<file path="src/mwvd_pkg.sv">
// Package with the widths, control types, state codes and helpers of the dispersion block.
package mwvd_pkg;

  localparam int VEL_W   = 16;
  localparam int MASS_W  = 16;
  localparam int MAG_W   = 17;
  localparam int SQ_W    = 34;
  localparam int SPD_W   = 32;
  localparam int DSQ_W   = 34;
  localparam int SSUM_W  = 33;
  localparam int QDIG_W  = 17;
  localparam int EPRD_W  = 48;
  localparam int DPRD_W  = 50;
  localparam int RPRD_W  = 33;
  localparam int ACC_W   = 63;
  localparam int CNT_W   = 5;
  localparam int SQ_STEPS  = 17;
  localparam int DIV_STEPS = 17;

  localparam logic [ACC_W-1:0] SAT63 = {ACC_W{1'b1}};

  typedef enum logic [2:0] {
    ST_IDLE,
    ST_SQUARE,
    ST_SUM,
    ST_DIVIDE,
    ST_ACCUM
  } mwvd_state_t;

  typedef struct packed {
    logic load;
    logic step;
  } mwvd_ctrl_t;

  typedef struct packed {
    logic [EPRD_W-1:0] e1;
    logic [EPRD_W-1:0] e2;
    logic [DPRD_W-1:0] disp;
    logic [RPRD_W-1:0] rate;
    logic              ssum_zero;
  } mwvd_terms_t;

  // Adds a term to an accumulator and clamps at the largest 63-bit value.
  function automatic logic [ACC_W-1:0] sat_add(logic [ACC_W-1:0] acc,
                                               logic [DPRD_W-1:0] term);
    logic [ACC_W:0] s;
    s = {1'b0, acc} + {{(ACC_W + 1 - DPRD_W){1'b0}}, term};
    return s[ACC_W] ? SAT63 : s[ACC_W-1:0];
  endfunction

endpackage

</file>
<file path="src/mwvd_sq_lanes.sv">
// Nine bit-serial squaring lanes for both speeds and the velocity change.
module mwvd_sq_lanes import mwvd_pkg::*; (
  input  logic                    clk,
  input  mwvd_ctrl_t              ctrl,
  input  logic signed [VEL_W-1:0] vx_first,
  input  logic signed [VEL_W-1:0] vy_first,
  input  logic signed [VEL_W-1:0] vz_first,
  input  logic signed [VEL_W-1:0] vx_second,
  input  logic signed [VEL_W-1:0] vy_second,
  input  logic signed [VEL_W-1:0] vz_second,
  output logic [SPD_W-1:0]        s1,
  output logic [SPD_W-1:0]        s2,
  output logic [DSQ_W-1:0]        d
);

  localparam int LANES = 9;

  logic signed [MAG_W-1:0] sv [LANES];
  logic [MAG_W-1:0]        mag_in [LANES];
  logic [MAG_W-1:0]        mag [LANES];
  logic [MAG_W-1:0]        msh [LANES];
  logic [SQ_W-1:0]         prod [LANES];
  logic [SQ_W-1:0]         sum_a, sum_b, sum_d;

  always_comb begin
    sv[0] = MAG_W'(vx_first);
    sv[1] = MAG_W'(vy_first);
    sv[2] = MAG_W'(vz_first);
    sv[3] = MAG_W'(vx_second);
    sv[4] = MAG_W'(vy_second);
    sv[5] = MAG_W'(vz_second);
    sv[6] = MAG_W'(vx_second) - MAG_W'(vx_first);
    sv[7] = MAG_W'(vy_second) - MAG_W'(vy_first);
    sv[8] = MAG_W'(vz_second) - MAG_W'(vz_first);
    for (int i = 0; i < LANES; i++) begin
      // A 17-bit magnitude holds even the most negative difference.
      mag_in[i] = sv[i][MAG_W-1] ? MAG_W'(-sv[i]) : MAG_W'(sv[i]);
    end
  end

  // Each lane squares its magnitude, multiplier bits taken MSB first.
  always_ff @(posedge clk) begin
    for (int i = 0; i < LANES; i++) begin
      if (ctrl.load) begin
        mag[i]  <= mag_in[i];
        msh[i]  <= mag_in[i];
        prod[i] <= '0;
      end else if (ctrl.step) begin
        prod[i] <= {prod[i][SQ_W-2:0], 1'b0}
                   + (msh[i][MAG_W-1] ? {{(SQ_W-MAG_W){1'b0}}, mag[i]} : '0);
        msh[i]  <= {msh[i][MAG_W-2:0], 1'b0};
      end
    end
  end

  always_comb begin
    sum_a = prod[0] + prod[1] + prod[2];
    sum_b = prod[3] + prod[4] + prod[5];
    sum_d = prod[6] + prod[7] + prod[8];
    s1 = sum_a[SPD_W-1:0];
    s2 = sum_b[SPD_W-1:0];
    d  = sum_d;
  end

endmodule

</file>
<file path="config.mk">
export PLATFORM = sky130hd
export DESIGN_NAME = mwvd_sq_lanes
export DESIGN_NICKNAME = d
export VERILOG_FILES = /design/src/mwvd_pkg.sv /design/src/mwvd_sq_lanes.sv
export SDC_FILE = /design/constraint.sdc
export NUM_CORES = 2
export LEC_CHECK = 0
export BUFFER_PORTS_ARGS = -buffer_cell sky130_fd_sc_hd__buf_2
export CORE_ASPECT_RATIO = 0.75
export CORE_UTILIZATION = 45
export DETAILED_ROUTE_END_ITERATION = 8
export SKIP_LAST_GASP = 1
export SYNTH_ARGS = -nofsm -noshare
export SYNTH_HDL_FRONTEND = slang
export SYNTH_SLANG_ARGS = --single-unit
</file>
<file path="constraint.sdc">
create_clock -name clk -period 18.49 [get_ports clk]
set_input_delay 2.7735 -clock clk [delete_from_list [all_inputs] [get_ports clk]]
set_output_delay 2.7735 -clock clk [all_outputs]
set_load 0.05 [all_outputs]
</file>
==> results.sh <==
export IMPL_synthAdderAreaFrac_pct=13.6
export IMPL_cp_start_kind="flop"
export IMPL_cts_hold_buffers_added=0
export IMPL_critical_path_max_stage_delay_ps=810
export IMPL_seq_power_share_pct=38.9
export IMPL_share_clk_of_total_power_pct=29.4
export IMPL_cp_cell_instances="fa_1 -> ha_1 -> inv_1 -> fa_1 -> nand2b_1 -> a21oi_1 -> o41a_1 -> a31oi_1 -> a311oi_1 -> nor4_1 -> o31ai_1 -> a21oi_1 -> xnor2_1 -> buf_2"
export IMPL_floorplan_core_area_sq_mm=0.0941
export IMPL_hold_class="flop to flop"
export IMPL_critPathSlowestCell="nor4_1"
export IMPL_worst_ep_arrival_time_ps=5360
export IMPL_endpoint_of_the_worst_register_to_register_path="prod[4][18]"
export IMPL_synth_edf_count=599
export IMPL_yosys_cell_types_count=97
export IMPL_gpl_final_weighted_congestion=0.897
export IMPL_row_count=97
export IMPL_synthDominantCellAreaShare_pct=41.8
export IMPL_global_router_s_overall_resource_usage_pct=23.3
export IMPL_synth_seq_cells=600
export IMPL_timing_hold_worst_endpoint="msh[0][15]"
export IMPL_power_switching_share_pct=35.9
export IMPL_worst_path_fanout_max=5
export IMPL_cts_made_buffers=70
export IMPL_r2r_slack_ps=13870
export IMPL_share_of_synthesized_cell_area_in_and_or_nand_and_nor_gates_pct=18.1
export IMPL_setup_ws_ps=10350
export IMPL_h_tree_depth_reported_by_cts=3
export IMPL_power_per_cell_area_mw_per_mm2=97.0
export IMPL_fin_crit_sh_pct=44.0
export IMPL_end_kind="output port"
export IMPL_worst_slew_pin_slew_ps=1120
export IMPL_share_of_synthesized_area_occupied_by_flip_flops_and_latches_pct=41.9
export IMPL_ys_async_rst_share_pct=0
export IMPL_maximum_capacitance_violations=0
export IMPL_drv_slew=0
export IMPL_mostFrequentLayoutCells="612 x nor2_1, 599 x edfxtp_1, 293 x ha_1, 260 x xnor2_1, 253 x nand2_1"
export IMPL_synthToLayoutAreaGrowth_pct=10.5
export IMPL_portBuffers=196
export IMPL_netlist_top_cell_by_area="edfxtp_1"
export IMPL_min_delay_start="msh[0][14]"
export IMPL_ys_warn_count=0
export IMPL_vias=33100
export IMPL_maximum_number_of_pins_on_one_net_before_global_route_repair=172
export IMPL_ctsRootBufferMaster="clkbuf_16"
export IMPL_detailedRoute_firstIterationViolations=3016
export IMPL_detail_route_wl_per_cell_microns=20.0
export IMPL_n_fill_cell=8589
export IMPL_die_width_microns=359
export IMPL_tritoncts_num_sinks=600
export IMPL_post_route_drc_violation_count=0
export IMPL_avgViaCountPerCell=5.76
export IMPL_worstSetupPathType="flop to output port"
export IMPL_final_util_pct=50.5
export IMPL_synthesis_area_sq_mm=0.0430
export IMPL_mostFrequentLayoutCell="nor2_1"
export IMPL_drt_pass1_iterations=8
export IMPL_detail_route_wirelength_microns=115000
export IMPL_synth_top_family_by_area="simple AND/OR/NAND/NOR gates"
export IMPL_clkSlewWorstSetupHoldPaths_ps=60
export IMPL_setup_tns_final_ps=0
export IMPL_grt_antenna_before_repair=13
export IMPL_crit_reg2reg_launch="msh[4][16]"
export IMPL_postCtsSetupRepairBufs=0
export IMPL_cp_num_buf_inv=2
export IMPL_r2r_worst_path_cells=12
export IMPL_synth_top_flop_cell="edfxtp_1"
export IMPL_synth_compound_area_share_pct=14.4
export IMPL_outcome="complete, no violations"
export IMPL_rsz_0062_raised_after_global_routing="no"
export IMPL_synthTopCellsByArea="edfxtp_1 42%, ha_1 8.5%, nor2_1 5.3%, xnor2_1 5.3%, fa_1 5.1%"
export IMPL_internal_power_w=0.00296
export IMPL_floorplan_die_area_sq_mm=0.0968
export IMPL_postSynthCellCount=4258
export IMPL_path_delay_family="compound AO/OA/AOI/OAI gates"
export IMPL_p_switching_w=0.00166
export IMPL_dieHeight_microns=270
export IMPL_synth_xor_area_share_pct=8.33
export IMPL_setup_viol=0
export IMPL_postRouteAntennaNets=0
export IMPL_grt_pass1_vias=30300
export IMPL_muxShareOfSynthArea_pct=1.20
export IMPL_gr_total_overflow=0
export IMPL_fmaxAchievable_ghz=0.123
export IMPL_leakage_nw=19.4
export IMPL_fraction_of_layout_instances_using_a_drive_strength_above_1_pct=8.94
export IMPL_ctsResizeCount=0
export IMPL_initial_utilization_pct=45.7
export IMPL_timing_hold_worst_path_depth=2
export IMPL_cts_tree="yes"
export IMPL_finClkSkew_ps=29.4
export IMPL_combPwrFrac_pct=31.8
export IMPL_place_ws_ps=11140
export IMPL_syn_area_per_cell_sq_um=10.1
export IMPL_num_nets_final=4953
export IMPL_insertion_delay_ps=620
export IMPL_finalCriticalPeriod_ps=8140
export IMPL_ir_worst_vdd_uv=83.1
export IMPL_cts_path_max_buffers=3
export IMPL_io_pins=197
export IMPL_required_ps=15720
export IMPL_dp_hpwl_microns=87100
export IMPL_worst_slew_margin_rel_pct=24.7
export IMPL_report_final_hold_viol_count=0
export IMPL_grt_first_pass_wirelength_microns=178000
power groups by stage:
stage / Sequential (W) / Clock, W / Combinational [W]
after floorplan: 0.00178 / 0 / 0.00111
after detailed placement: 0.00182 / 0 / 0.00145
after CTS: 0.00179 / 0.00139 / 0.00146
final: 0.00179 / 0.00135 / 0.00146
after global routing: 0.00181 / 0.00143 / 0.00159
after global placement: 0.00181 / 0 / 0.00145
logic make-up (layout without fill, tap and decap cells):
group | Yosys count | after routing
AO/OA/AOI/OAI | 917 | 917
other | 1 | 12
flip-flops | 600 | 600
XOR/XNOR | 408 | 408
multiplexers | 47 | 47
adder cells (fa/ha/maj) | 403 | 403
buffers and inverters | 272 | 508
AND/OR/NAND/NOR | 1610 | 1610
state kept, by name, summed over array words and instances, names as in the netlist:
signal / flops
prod: 294
msh: 153
mag: 153
worst reg2reg max path: stages, from the launching register on:
cell       delay [ps]
edfxtp_1          700
nand2_1           210
inv_1             100
ha_1              230
a21o_1            190
a21o_1            220
a2111oi_0         930
o31a_1            410
a211oi_1          200
nor4_1            780
nor2_1            140
xnor2_1           180
nor2_1             60
metrics by stage:
stage	instance area, sq um	std cells	power (W)	hold WS (ps)
floorplan	43000	4263	0.00289	484
global placement	45400	5616	0.00326	488
detailed placement	45400	5616	0.00327	496
CTS	47500	5736	0.00465	504
global route	47500	5739	0.00483	525
finish	47500	5742	0.00461	504
cell usage after synthesis, drive strengths merged, types with 41 or more instances:
| cell type | instances |
|---|---|
| edfxtp | 599 |
| nand2b | 62 |
| ha | 293 |
| a21o | 88 |
| nor2 | 612 |
| fa | 110 |
| xor2 | 148 |
| nor2b | 53 |
| a21oi | 219 |
| nand3 | 99 |
| clkbuf | 83 |
| and2 | 174 |
| inv | 171 |
| and3 | 71 |
| o31ai | 45 |
| nor3 | 119 |
| o21ai | 185 |
| xnor2 | 260 |
| o21a | 69 |
| nand2 | 253 |
| a211oi | 41 |
worst max path at each step:
stage | start | endpoint | slack [ps] | depth (start not counted)
2_1_floorplan | ctrl[1] | msh[0][0] | 9450 | 2
3_3_place_gp | prod[5][1] | s2[31] | 11180 | 14
3_5_place_dp | prod[5][1] | s2[31] | 11140 | 14
4_1_cts | prod[5][1] | s2[31] | 10440 | 14
5_1_grt | prod[5][1] | s2[31] | 10060 | 14
6_report | prod[5][1] | s2[31] | 10350 | 14
cell type report:
type	instances	area [sq um]	area share (%)
repair buffers	216	1150	2.42
clock buffers	83	1840	3.88
well taps	1237	1550	3.26
inverters	172	646	1.36
diodes	6	15.0	0.0316
flip-flops and latches	600	18000	37.9
multi-input cells	3391	24000	50.5
clock inverters	37	329	0.692
routing by layer:
layer / part of all wire, % / GRT usage, % / vias to the layer above / wire length, microns
met5: 0.060 / 0 / - / 69
met4: 1.3 / 4.33 / 10 / 1500
met3: 7.4 / 3.78 / 111 / 8520
met2: 39 / 31.4 / 1010 / 45200
met1: 52 / 38.5 / 16100 / 59600
li1: - / - / 15900 / -
Note: power is estimated with default switching activity, not from simulation.
